==> config.mk <==
export PLATFORM = sky130hd
export DESIGN_NAME = ame_ctrl
export DESIGN_NICKNAME = d
export VERILOG_FILES = /design/src/rtl/ame_pkg.sv /design/src/rtl/ame_ctrl.sv
export SDC_FILE = /design/constraint.sdc
export NUM_CORES = 1
export LEC_CHECK = 0
export ABC_AREA = 1
export BUFFER_PORTS_ARGS = -buffer_cell sky130_fd_sc_hd__clkbuf_2
export CAP_MARGIN = 25
export CORE_AREA = 2 2 39 41
export DETAILED_ROUTE_END_ITERATION = 8
export DIE_AREA = 0 0 41 43
export SYNTH_ARGS = -nofsm -noshare
export SYNTH_HDL_FRONTEND = slang
export SYNTH_SLANG_ARGS = --single-unit
==> constraint.sdc <==
create_clock -name clk -period 2.4 [get_ports clk]
set_input_delay 0.48 -clock clk [delete_from_list [all_inputs] [get_ports clk]]
set_output_delay 0.48 -clock clk [all_outputs]
set_load 0.02 [all_outputs]
==> src/rtl/ame_pkg.sv <==
// ----------------------------------------------------------------------------
// ame_pkg
// Shared widths, opcodes, state and command types of the accumulator machine
// executor.
// ----------------------------------------------------------------------------
`default_nettype none

package ame_pkg;

  localparam int REQ_W      = 7;
  localparam int ADDR_W     = 7;
  localparam int DATA_W     = 32;
  localparam int STATUS_W   = 3;
  localparam int DATA_WORDS = 100;
  localparam int DIV_STEPS  = DATA_W;
  localparam int CNT_W      = $clog2(DIV_STEPS);

  localparam logic [REQ_W-1:0] OPC_READ  = 7'd10;
  localparam logic [REQ_W-1:0] OPC_WRITE = 7'd11;
  localparam logic [REQ_W-1:0] OPC_LOAD  = 7'd20;
  localparam logic [REQ_W-1:0] OPC_STORE = 7'd21;
  localparam logic [REQ_W-1:0] OPC_ADD   = 7'd30;
  localparam logic [REQ_W-1:0] OPC_SUB   = 7'd31;
  localparam logic [REQ_W-1:0] OPC_MUL   = 7'd32;
  localparam logic [REQ_W-1:0] OPC_DIV   = 7'd33;
  localparam logic [REQ_W-1:0] OPC_HALT  = 7'd43;
  localparam logic [REQ_W-1:0] OPC_GRP_LO = 7'd10;
  localparam logic [REQ_W-1:0] OPC_GRP_HI = 7'd49;

  typedef enum logic [3:0] {
    OP_READ,
    OP_WRITE,
    OP_LOAD,
    OP_STORE,
    OP_ADD,
    OP_SUB,
    OP_MUL,
    OP_DIV,
    OP_HALT,
    OP_NOP,
    OP_INVALID,
    OP_IGNORE
  } op_t;

  typedef enum logic [STATUS_W-1:0] {
    STS_OK      = 3'd0,
    STS_INVALID = 3'd1,
    STS_DIVZERO = 3'd2,
    STS_HALTED  = 3'd3,
    STS_IGNORED = 3'd4
  } status_t;

  typedef enum logic [2:0] {
    ST_IDLE,
    ST_EXEC,
    ST_DIV,
    ST_DIVFIN,
    ST_POST
  } state_t;

  typedef struct packed {
    logic take;
    logic exec;
    logic div_step;
    logic div_fin;
    logic post;
  } cmd_t;

  typedef struct packed {
    op_t  op;
    logic w_zero;
    logic div_last;
    logic out_free;
  } sts_t;

  function automatic op_t decode_op(input logic [REQ_W-1:0] req_type);
    op_t op;
    if (!(req_type inside {[OPC_GRP_LO:OPC_GRP_HI]})) begin
      op = OP_INVALID;
    end else begin
      case (req_type)
        OPC_READ:  op = OP_READ;
        OPC_WRITE: op = OP_WRITE;
        OPC_LOAD:  op = OP_LOAD;
        OPC_STORE: op = OP_STORE;
        OPC_ADD:   op = OP_ADD;
        OPC_SUB:   op = OP_SUB;
        OPC_MUL:   op = OP_MUL;
        OPC_DIV:   op = OP_DIV;
        OPC_HALT:  op = OP_HALT;
        default:   op = OP_NOP;
      endcase
    end
    return op;
  endfunction

endpackage

`default_nettype wire

==> src/rtl/ame_ctrl.sv <==
// ----------------------------------------------------------------------------
// ame_ctrl
// Sequencer: accepts a request, runs execute, the divide iterations and the
// result hand-off.
// ----------------------------------------------------------------------------
`default_nettype none

module ame_ctrl (
  input  wire logic          clk,
  input  wire logic          rst_n,
  input  wire logic          in_valid,
  output logic               in_ready,
  input  wire ame_pkg::sts_t sts,
  output ame_pkg::cmd_t      cmd
);

  ame_pkg::state_t state_r, state_nxt;

  always_ff @(posedge clk) begin
    if (!rst_n) begin
      state_r <= ame_pkg::ST_IDLE;
    end else begin
      state_r <= state_nxt;
    end
  end

  always_comb begin
    state_nxt = state_r;
    case (state_r)
      ame_pkg::ST_IDLE: begin
        if (in_valid) begin
          state_nxt = ame_pkg::ST_EXEC;
        end
      end
      ame_pkg::ST_EXEC: begin
        if (sts.op == ame_pkg::OP_DIV && !sts.w_zero) begin
          state_nxt = ame_pkg::ST_DIV;
        end else begin
          state_nxt = ame_pkg::ST_POST;
        end
      end
      ame_pkg::ST_DIV: begin
        if (sts.div_last) begin
          state_nxt = ame_pkg::ST_DIVFIN;
        end
      end
      ame_pkg::ST_DIVFIN: state_nxt = ame_pkg::ST_POST;
      ame_pkg::ST_POST: begin
        if (sts.out_free) begin
          state_nxt = ame_pkg::ST_IDLE;
        end
      end
      default: state_nxt = ame_pkg::ST_IDLE;
    endcase
  end

  always_comb begin
    cmd      = '0;
    in_ready = 1'b0;
    case (state_r)
      ame_pkg::ST_IDLE: begin
        in_ready = 1'b1;
        cmd.take = in_valid;
      end
      ame_pkg::ST_EXEC:   cmd.exec     = 1'b1;
      ame_pkg::ST_DIV:    cmd.div_step = 1'b1;
      ame_pkg::ST_DIVFIN: cmd.div_fin  = 1'b1;
      ame_pkg::ST_POST:   cmd.post     = sts.out_free;
      default: begin
        cmd      = '0;
        in_ready = 1'b0;
      end
    endcase
  end

endmodule

`default_nettype wire

* Word-level counts from Yosys, hierarchy flattened
Index checks and enable logic that the tools add are counted.
** Word-level totals
- Flip-flop bits (word level) :: 3
- Bits of input ports :: 10
- Word-level logic and storage cells :: 24
- Output and inout port bits :: 6
** Operators by class
- Reductions and logical operators :: 4
- Eq/ne operators :: 8
- Mux-type cells :: 11
** Operators with widths (number)
- case mux 3 bit (5 select lines) :: 1
- 2-to-1 mux 3 bit :: 4
- equality test 3 x 2 -> 1 bit, second input constant :: 2
- 2-to-1 mux 1 bit :: 6
- != test 2 bit, second input constant :: 3
- equality test 4 x 3 -> 1 bit, second input constant :: 1
- equality test 3 x 1 -> 1 bit, second input constant :: 1
- equality test 3 bit, second input constant :: 1
- logical NOT 3 bit :: 1
- AND reduction 3 bit :: 1
- logical AND 1 bit :: 1
- logical NOT 1 bit :: 1

* Depth between registers and ports, before layout
Gate-level depths: netlist of the first run.
- Depth after elaboration :: 4
- Mapped depth :: 7
- Mapped depth without buffers :: 7

* Worst setup path after synthesis of the first run
Ideal clock, no wire load.
- Path type :: register to output
- Start :: reg state_r[2]
- End :: out cmd[4] (netlist bit)
- Path slack :: 1.069 ns
- Arrival :: 0.851 ns
- Cell stages (with the launch flop) :: 4
- Data required time :: 1.920 ns
- Path buffers :: 0
- Cell sequence :: dfxtp_1 > nor2_2 > nand2_1 > nor2_1
** RTL lines
- start: declaration :: line ame_ctrl.sv:17 : ame_pkg::state_t state_r, state_nxt;
- start signal: assignment :: line ame_ctrl.sv:21 : state_r <= ame_pkg::ST_IDLE;
- start signal: assignment :: line ame_ctrl.sv:23 : state_r <= state_nxt;
- end: declaration :: line ame_ctrl.sv:14 : output ame_pkg::cmd_t cmd

==> flow_summary.yaml, run 1 <==
routing:
  routedWlPerCell_um: 6.79
  vias: 276
  viasPerCell: 3.83
  drt-initial-drc-count: 2
  routed_wl_um: 489
  ant_nets: 0
  first_pass_iters: 2
  route.detailed.drc: 0
power:
  p_leak_nw: 0.213
  peakVddDrop_v: 0.000153
  pwr_density_cell_nw_per_um2: 637
  power_switching_w: 0.0000691
  seqPwrFrac: 0.283
  pwr-share-comb: 0.302
  pwr-share-clk: 0.415
  swShare: 0.328
  p_int_w: 0.000141
setup_path:
  cp.arrival_ns: 1.10
  startpoint_type: "flip-flop"
  slowest_stage: "dfxtp_1"
  cp.required_ns: 1.92
  cp-end-kind: "output port"
  worst_path_largest_cell_delay_ns: 0.34
  cp_max_fo: 5
  path_class: "flip-flop to output port"
  cp_cell_sequence: "nor2_2, nand2_1, nor2_1, clkbuf_2"
sta:
  finalCriticalPeriod_ns: 1.58
  drv_slew: 0
  setup_tns_ns: 0
  rsz0062_at_grt: "false"
  fin_skew_ns: 0.000390
  worstMarginPinSlew_ns: 0.187
  min_period_over_period: 0.658
  max_freq_mhz: 634
  max_slew_margin: 0.875
  setup_viol: 0
  final_hold_viol_count: 0
place:
  place_congestion: 0.615
  placed_cell_area_sq_um: 304
  numPortBuffers: 15
  dp_hpwl_um: 419
yosys:
  synth_xor_area_frac: 0
  synth_compound_area_frac: 0.0240
  synth.area.top_cells: "dfxtp_1 (29%), inv_1 (20%), nand2_1 (13%)"
  yosysTopAreaCell: "dfxtp_1"
  synthMuxAreaShare: 0
  synth_top_area_frac: 0.287
  synthSimpleGateAreaFrac: 0.491
  synth_ff_type: "dfxtp_1"
  ys_ff_latch: 3
  synthDistinctLibCells: 9
  synth_fa_ha_area_frac: 0
  synth-async-reset-ratio: 0
  synth_nets: 47
  yosysSeqAreaShare: 0.287
  yosysMostFrequentCell: "inv_1"
  syn_inst: 37
  synth_top_family_by_area: "simple AND/OR/NAND/NOR gates"
  yosys_warnings: 0
  syn_avg_cell_area_sq_um: 5.65
  synth_commonest_cells: "inv_1 (11), nand2_1 (7), nor2_1 (6)"
  synth_area_sq_um: 209
  synth-edff-count: 0
floorplan:
  io_pins: 16
  num_rows: 14
  die_area_sq_um: 1760
  initial_core_util: 0.151
  core_sq_um: 1380
  die-height_um: 43
  fp.dieW_um: 41
job:
  maxCapViolCount: 0
clock_network:
  clockBufferDepth: 2
  insertion_delay_ns: 0.23
  cts.clk_slew.worst_paths_ns: 0.04
  htreeDepth: 1
  cts.sinks: 3
  cts_buffers: 3
  cts_tree: "done"
  cts_hold_buf: 0
  cts_root_buffer: "clkbuf_4"
  cts_setup_buffers: 0
  post_cts_resized: 0
final_layout:
  fin_area_sq_um: 330
  top_regs: "state_r: 3 flops"
  largest-register: "state_r"
  largest_register_ffs: 3
  area_delta_synth_final_pct: 58.1
  diodes: 0
  drive_gt1_frac: 0.357
  nets: 67
grt:
  grt_start_max_net_pins: 6
  antenna_found_initial: 0
  grt.total_usage: 0.0672
  grt_pass1_vias: 229
  grt_pass1_wl_um: 752
  globalRoute.totalOverflow: 0
outcome:
  status: "finished clean"
min_path:
  hp-class: "primary input to flip-flop"
## layout make-up
class,instances,area [sq um]
fillers,166,1050
clock buffers,4,26.3
repair buffers,15,75.1
multi-input cells,23,108
flip-flops and latches,3,60.1
well taps,16,20.0
inverters,11,41.3
## power by group through the flow
stage	sequential (W)	combinational, W	clock [W]
detailed placement	0.0000603	0.0000642	0
global placement	0.0000603	0.0000634	0
global route	0.0000604	0.0000712	0.0000971
floorplan	0.0000596	0.0000436	0
CTS	0.0000596	0.0000644	0.0000921
finish	0.0000595	0.0000636	0.0000874
## logic make-up after synthesis
kind of cell | count (synthesis)
DFF | 3
buffers and inverters | 11
AOI/OAI and AO/OA | 1
and+or+nand+nor | 22
## stage by stage
step / setup WS, ns / util / hold WS [ns] / cells / power, W
final: 0.822 / 0.239 / 0.446 / 72 / 0.000211
after global placement: 1.06 / 0.220 / 0.562 / 68 / 0.000124
after detailed placement: 1.06 / 0.220 / 0.559 / 68 / 0.000125
after floorplan: 1.07 / - / 0.510 / 37 / 0.000103
after CTS: 0.804 / 0.239 / 0.438 / 72 / 0.000216
after global routing: 0.724 / 0.239 / 0.461 / 72 / 0.000229
## per-layer routing
| metal | vias up | GRT usage | wire [um] |
|---|---|---|---|
| li1 | 152 | - | - |
| met1 | 115 | 0.0641 | 199 |
| met2 | 9 | 0.0938 | 234 |
| met3 | 0 | 0.0576 | 55 |
| met4 | 0 | 0.0400 | 0 |
| met5 | - | 0 | 0 |
## critical path: cells and delay by family (launching register included)
kind                   cells  cell delay [ns]
buffers and inverters      1             0.17
flip-flops                 1             0.34
AND/OR/NAND/NOR            3             0.35
## cell usage in the layout (no fill, tap or decap), drive strengths merged
cell type / count
a21oi: 1
nand2: 7
nor3: 1
nand4: 2
nor2: 7
dfxtp: 3
clkbuf: 19
nand3: 5
inv: 11
## final timing paths
| kind | start | to | slack [ns] | cells after the start |
|---|---|---|---|---|
| worst min register to register | state_r[1] | state_r[1] | 0.56 | 2 |
| worst max-delay path | state_r[2] | cmd[4] | 0.82 | 4 |
| worst min-delay path | rst_n | state_r[2] | 0.45 | 3 |
| worst max register to register | state_r[1] | state_r[2] | 1.47 | 5 |
(Power assumes the default switching activity.)
==> run 2, diff against run 1 <==
==> constraint.sdc (replaced) <==
create_clock -name clk -period 1.6 [get_ports clk]
set_input_delay 0.32 -clock clk [delete_from_list [all_inputs] [get_ports clk]]
set_output_delay 0.32 -clock clk [all_outputs]
set_load 0.02 [all_outputs]
==> run 2 against run 1 <==
Final area is the same. Final cell count unchanged. Clock power rose by 50%. Global-route usage grew 0.70 points. Die area unchanged. Sequential share of layout area unchanged. Core utilization is the same. Critical endpoint unchanged. Register-to-register slack got worse by 0.78 ns.
==> flow_summary.yaml, run 2 (synthesized netlist as in run 1, its figures left out) <==
sta:
  final_hold_viol_count: 0
  setup_tns_ns: 0
  max_slew_margin: 0.878
  worstMarginPinSlew_ns: 0.183
  max_freq_mhz: 707
  finalCriticalPeriod_ns: 1.41
  rsz0062_at_grt: "false"
  min_period_over_period: 0.884
  setup_viol: 0
  hold_slack_ns: 0.286
  drv_slew: 0
  fin_ws_ns: 0.186
  fin_skew_ns: 0.00168
setup_path:
  worst_path_largest_cell_delay_ns: 0.34
  cp.required_ns: 1.28
  startpoint_type: "flip-flop"
  path_class: "flip-flop to output port"
  cp-end-kind: "output port"
  slowest_stage: "dfxtp_1"
  r2r_setup_slack_ns: 0.69
  cp_cell_sequence: "nor2_2, nand2_1, nor2_1, clkbuf_2"
  cp_max_fo: 5
  cp.arrival_ns: 1.09
floorplan:
  io_pins: 16
  die-height_um: 43
  core_sq_um: 1380
  die_area_sq_um: 1760
  fp.dieW_um: 41
  initial_core_util: 0.151
  num_rows: 14
clock_network:
  cts.clk_slew.worst_paths_ns: 0.04
  cts_tree: "done"
  cts.sinks: 3
  cts_hold_buf: 0
  post_cts_resized: 0
  clockBufferDepth: 2
  cts_root_buffer: "clkbuf_4"
  htreeDepth: 1
  cts_buffers: 3
  insertion_delay_ns: 0.23
  cts_setup_buffers: 0
place:
  place_congestion: 0.636
  numPortBuffers: 15
  post-place-ws_ns: 0.430
  dp_hpwl_um: 428
  placed_cell_area_sq_um: 304
final_layout:
  nets: 67
  fin_area_sq_um: 330
  diodes: 0
  area_delta_synth_final_pct: 58.1
  drive_gt1_frac: 0.357
  mostFrequentLayoutCell: "clkbuf_2"
  post-route-util: 0.239
  largest-register: "state_r"
  largest_register_ffs: 3
  top_regs: "state_r: 3 flops"
  most-common-layout-cells: "clkbuf_2 (15), inv_1 (11), nand2_1 (7)"
routing:
  vias: 254
  routed_wl_um: 489
  drt-initial-drc-count: 0
  ant_nets: 0
  viasPerCell: 3.53
  route.detailed.drc: 0
  routedWlPerCell_um: 6.79
  first_pass_iters: 1
grt:
  grt_pass1_wl_um: 786
  grt_pass1_vias: 218
  globalRoute.totalOverflow: 0
  antenna_found_initial: 0
  grt.total_usage: 0.0742
  grt_start_max_net_pins: 6
min_path:
  hp-class: "primary input to flip-flop"
power:
  seqPwrFrac: 0.283
  peakVddDrop_v: 0.000275
  swShare: 0.327
  power_switching_w: 0.000103
  pwr-share-comb: 0.303
  pwr-share-clk: 0.415
  pwr_density_cell_nw_per_um2: 955
  p_int_w: 0.000212
  p_leak_nw: 0.213
job:
  maxCapViolCount: 0
outcome:
  status: "finished clean"
## run 2: cell counts in the layout (fill, tap and decap cells not counted)
No cell type changed its count.
## run 2: worst paths after layout
kind | start | to | cells past startpoint
worst min register to register | state_r[0] | state_r[0] | 3
worst max register to register | state_r[1] | state_r[2] | 5
worst min-delay path | rst_n | state_r[2] | 3
worst max-delay path | state_r[2] | cmd[4] | 4
## run 2: worst max-delay path: cells and delay by family, from the launching register on
family                 cells  cell delay, ns
and+or+nand+nor            3            0.36
DFF                        1            0.34
buffers and inverters      1            0.17
## run 2: cell type report
class                           count  area (sq um)
Inverter                           11          41.3
Clock buffer                        4          26.3
Tap cell                           16          20.0
Sequential cell                     3          60.1
Timing Repair Buffer               15          75.1
Fill cell                         164          1050
Multi-Input combinational cell     23           108
## run 2: stage by stage
step / instances / power [W]
floorplan: 37 / 0.000155
global placement: 68 / 0.000185
detailed placement: 68 / 0.000187
CTS: 72 / 0.000325
global route: 72 / 0.000350
finish: 72 / 0.000315
## run 2: routing by layer
layer | up-vias | global-route usage | routed length, um
met1 | 98 | 0.0673 | 209
met3 | 0 | 0.0785 | 45
met2 | 7 | 0.100 | 235
met5 | - | 0 | 0
met4 | 0 | 0.0400 | 0
li1 | 149 | - | -
## run 2: power groups by stage
stage	registers, W	logic (W)	clock network (W)
floorplan	0.0000895	0.0000654	0
global placement	0.0000901	0.0000954	0
detailed placement	0.0000902	0.0000966	0
CTS	0.0000891	0.0000968	0.000139
global route	0.0000902	0.000108	0.000152
finish	0.0000891	0.0000955	0.000131
==> run 3, diff against run 2 <==
--- a/config.mk
+++ b/config.mk
@@ -11,6 +11,7 @@
 export CORE_AREA = 2 2 39 41
 export DETAILED_ROUTE_END_ITERATION = 8
 export DIE_AREA = 0 0 41 43
+export SETUP_SLACK_MARGIN = 0.4
 export SYNTH_ARGS = -nofsm -noshare
 export SYNTH_HDL_FRONTEND = slang
 export SYNTH_SLANG_ARGS = --single-unit
==> constraint.sdc (replaced) <==
create_clock -name clk -period 1.6 [get_ports clk]
set_input_delay 0.16 -clock clk [delete_from_list [all_inputs] [get_ports clk]]
set_output_delay 0.16 -clock clk [all_outputs]
set_load 0.02 [all_outputs]
==> run 3 against run 2 <==
Sequential power up 9.4%. Setup slack better by 0.23 ns. Combinational power grew 45%. Via count increased by 14%. Largest cell class unchanged.
==> flow_summary.yaml, run 3 (synthesized netlist as in run 1, its figures left out) <==
routing:
  route.detailed.drc: 0
  viasPerCell: 3.82
  routedWlPerCell_um: 8.14
  first_pass_iters: 3
  routed_wl_um: 619
  ant_nets: 0
  vias: 290
  drt-initial-drc-count: 2
clock_network:
  insertion_delay_ns: 0.23
  cts.sinks: 3
  cts_buffers: 3
  cts_root_buffer: "clkbuf_4"
  cts.clk_slew.worst_paths_ns: 0.04
  clockBufferDepth: 2
  cts_tree: "done"
  htreeDepth: 1
floorplan:
  io_pins: 16
  fp.dieW_um: 41
  num_rows: 14
  die-height_um: 43
  initial_core_util: 0.151
  core_sq_um: 1380
  die_area_sq_um: 1760
power:
  peakVddDrop_v: 0.000284
  p_leak_nw: 0.237
  pwr_density_cell_nw_per_um2: 857
sta:
  rsz0062_at_grt: "true"
  final_hold_viol_count: 0
  worstMarginPinSlew_ns: 0.145
  max_slew_margin: 0.903
  drv_slew: 0
  min_period_over_period: 0.738
  setup_tns_ns: 0
  fin_skew_ns: 0.00183
  finalCriticalPeriod_ns: 1.18
  setup_viol: 0
  max_freq_mhz: 846
setup_path:
  path_class: "flip-flop to output port"
  cp_max_fo: 5
  startpoint_type: "flip-flop"
  cp-end-kind: "output port"
  cp.arrival_ns: 1.02
  cp.required_ns: 1.44
final_layout:
  diodes: 0
  area_delta_synth_final_pct: 105
  drive_gt1_frac: 0.567
  largest-register: "state_r"
  most-common-layout-cells: "clkbuf_2 (9), inv_1 (8), buf_4 (8)"
  nets: 71
  fin_area_sq_um: 428
  top_regs: "state_r: 3 flops"
  mostFrequentLayoutCell: "clkbuf_2"
  largest_register_ffs: 3
grt:
  globalRoute.totalOverflow: 0
  antenna_found_initial: 0
  grt_start_max_net_pins: 6
  grt_pass1_vias: 265
  grt_pass1_wl_um: 931
  grt.total_usage: 0.0863
place:
  placed_cell_area_sq_um: 304
  numPortBuffers: 15
  dp_hpwl_um: 428
  place_congestion: 0.636
outcome:
  status: "finished clean"
job:
  maxCapViolCount: 0
min_path:
  hp-class: "primary input to flip-flop"
## run 3: layer usage
metal | share of wire | wire, um | track usage | vias to the layer above
met4 | 0 | 0 | 0.0533 | 0
met3 | 0.078 | 48 | 0.0838 | 0
met5 | 0 | 0 | 0 | -
met2 | 0.52 | 322 | 0.128 | 9
li1 | - | - | - | 158
met1 | 0.40 | 248 | 0.0673 | 123
## run 3: power breakdown
group	internal [W]	switching, W	total (W)	leakage (nW)
Clock	0.0000934	0.0000376	0.000131	0.0150
Combinational	0.0000674	0.0000708	0.000138	0.196
Sequential	0.0000829	0.0000147	0.0000975	0.0267
Total	0.000244	0.000123	0.000367	0.237
## run 3: area by class of cell
| cell class | instances | area, sq um |
|---|---|---|
| fillers | 159 | 956 |
| well taps | 16 | 20.0 |
| multi-input cells | 23 | 134 |
| inverters | 11 | 46.3 |
| clock buffers | 4 | 26.3 |
| repair buffers | 19 | 130 |
| flip-flops and latches | 3 | 71.3 |
## run 3: repair_timing
item                       CTS  global route
setup endpoints to repair    5             6
gates resized for setup     10            21
hold buffers                 0             0
cloned                       0             0
pin swaps                    2             1
buffers inserted             2             2
## run 3: stage by stage
stage | setup slack (ns) | hold slack (ns) | instances | total power (W) | utilization
after floorplan | 0.583 | 0.258 | 37 | 0.000155 | -
final | 0.418 | 0.125 | 76 | 0.000367 | 0.309
after global placement | 0.612 | 0.367 | 68 | 0.000185 | 0.220
after CTS | 0.394 | 0.116 | 74 | 0.000344 | 0.267
after global routing | 0.353 | 0.126 | 76 | 0.000401 | 0.309
after detailed placement | 0.590 | 0.362 | 68 | 0.000187 | 0.220
## run 3: final timing paths
check / startpoint / to / slack [ns] / cells past startpoint
max: state_r[2] / cmd[4] / 0.42 / 4
min reg2reg: state_r[1] / state_r[1] / 0.61 / 3
min: rst_n / state_r[2] / 0.12 / 3
max reg2reg: state_r[0] / state_r[2] / 0.65 / 7
## run 3: critical path, stage by stage (launching register included)
cell     delay (ns)
dfxtp_4        0.37
nor2_4         0.13
nand2_2        0.06
nor2_1         0.08
buf_4          0.14
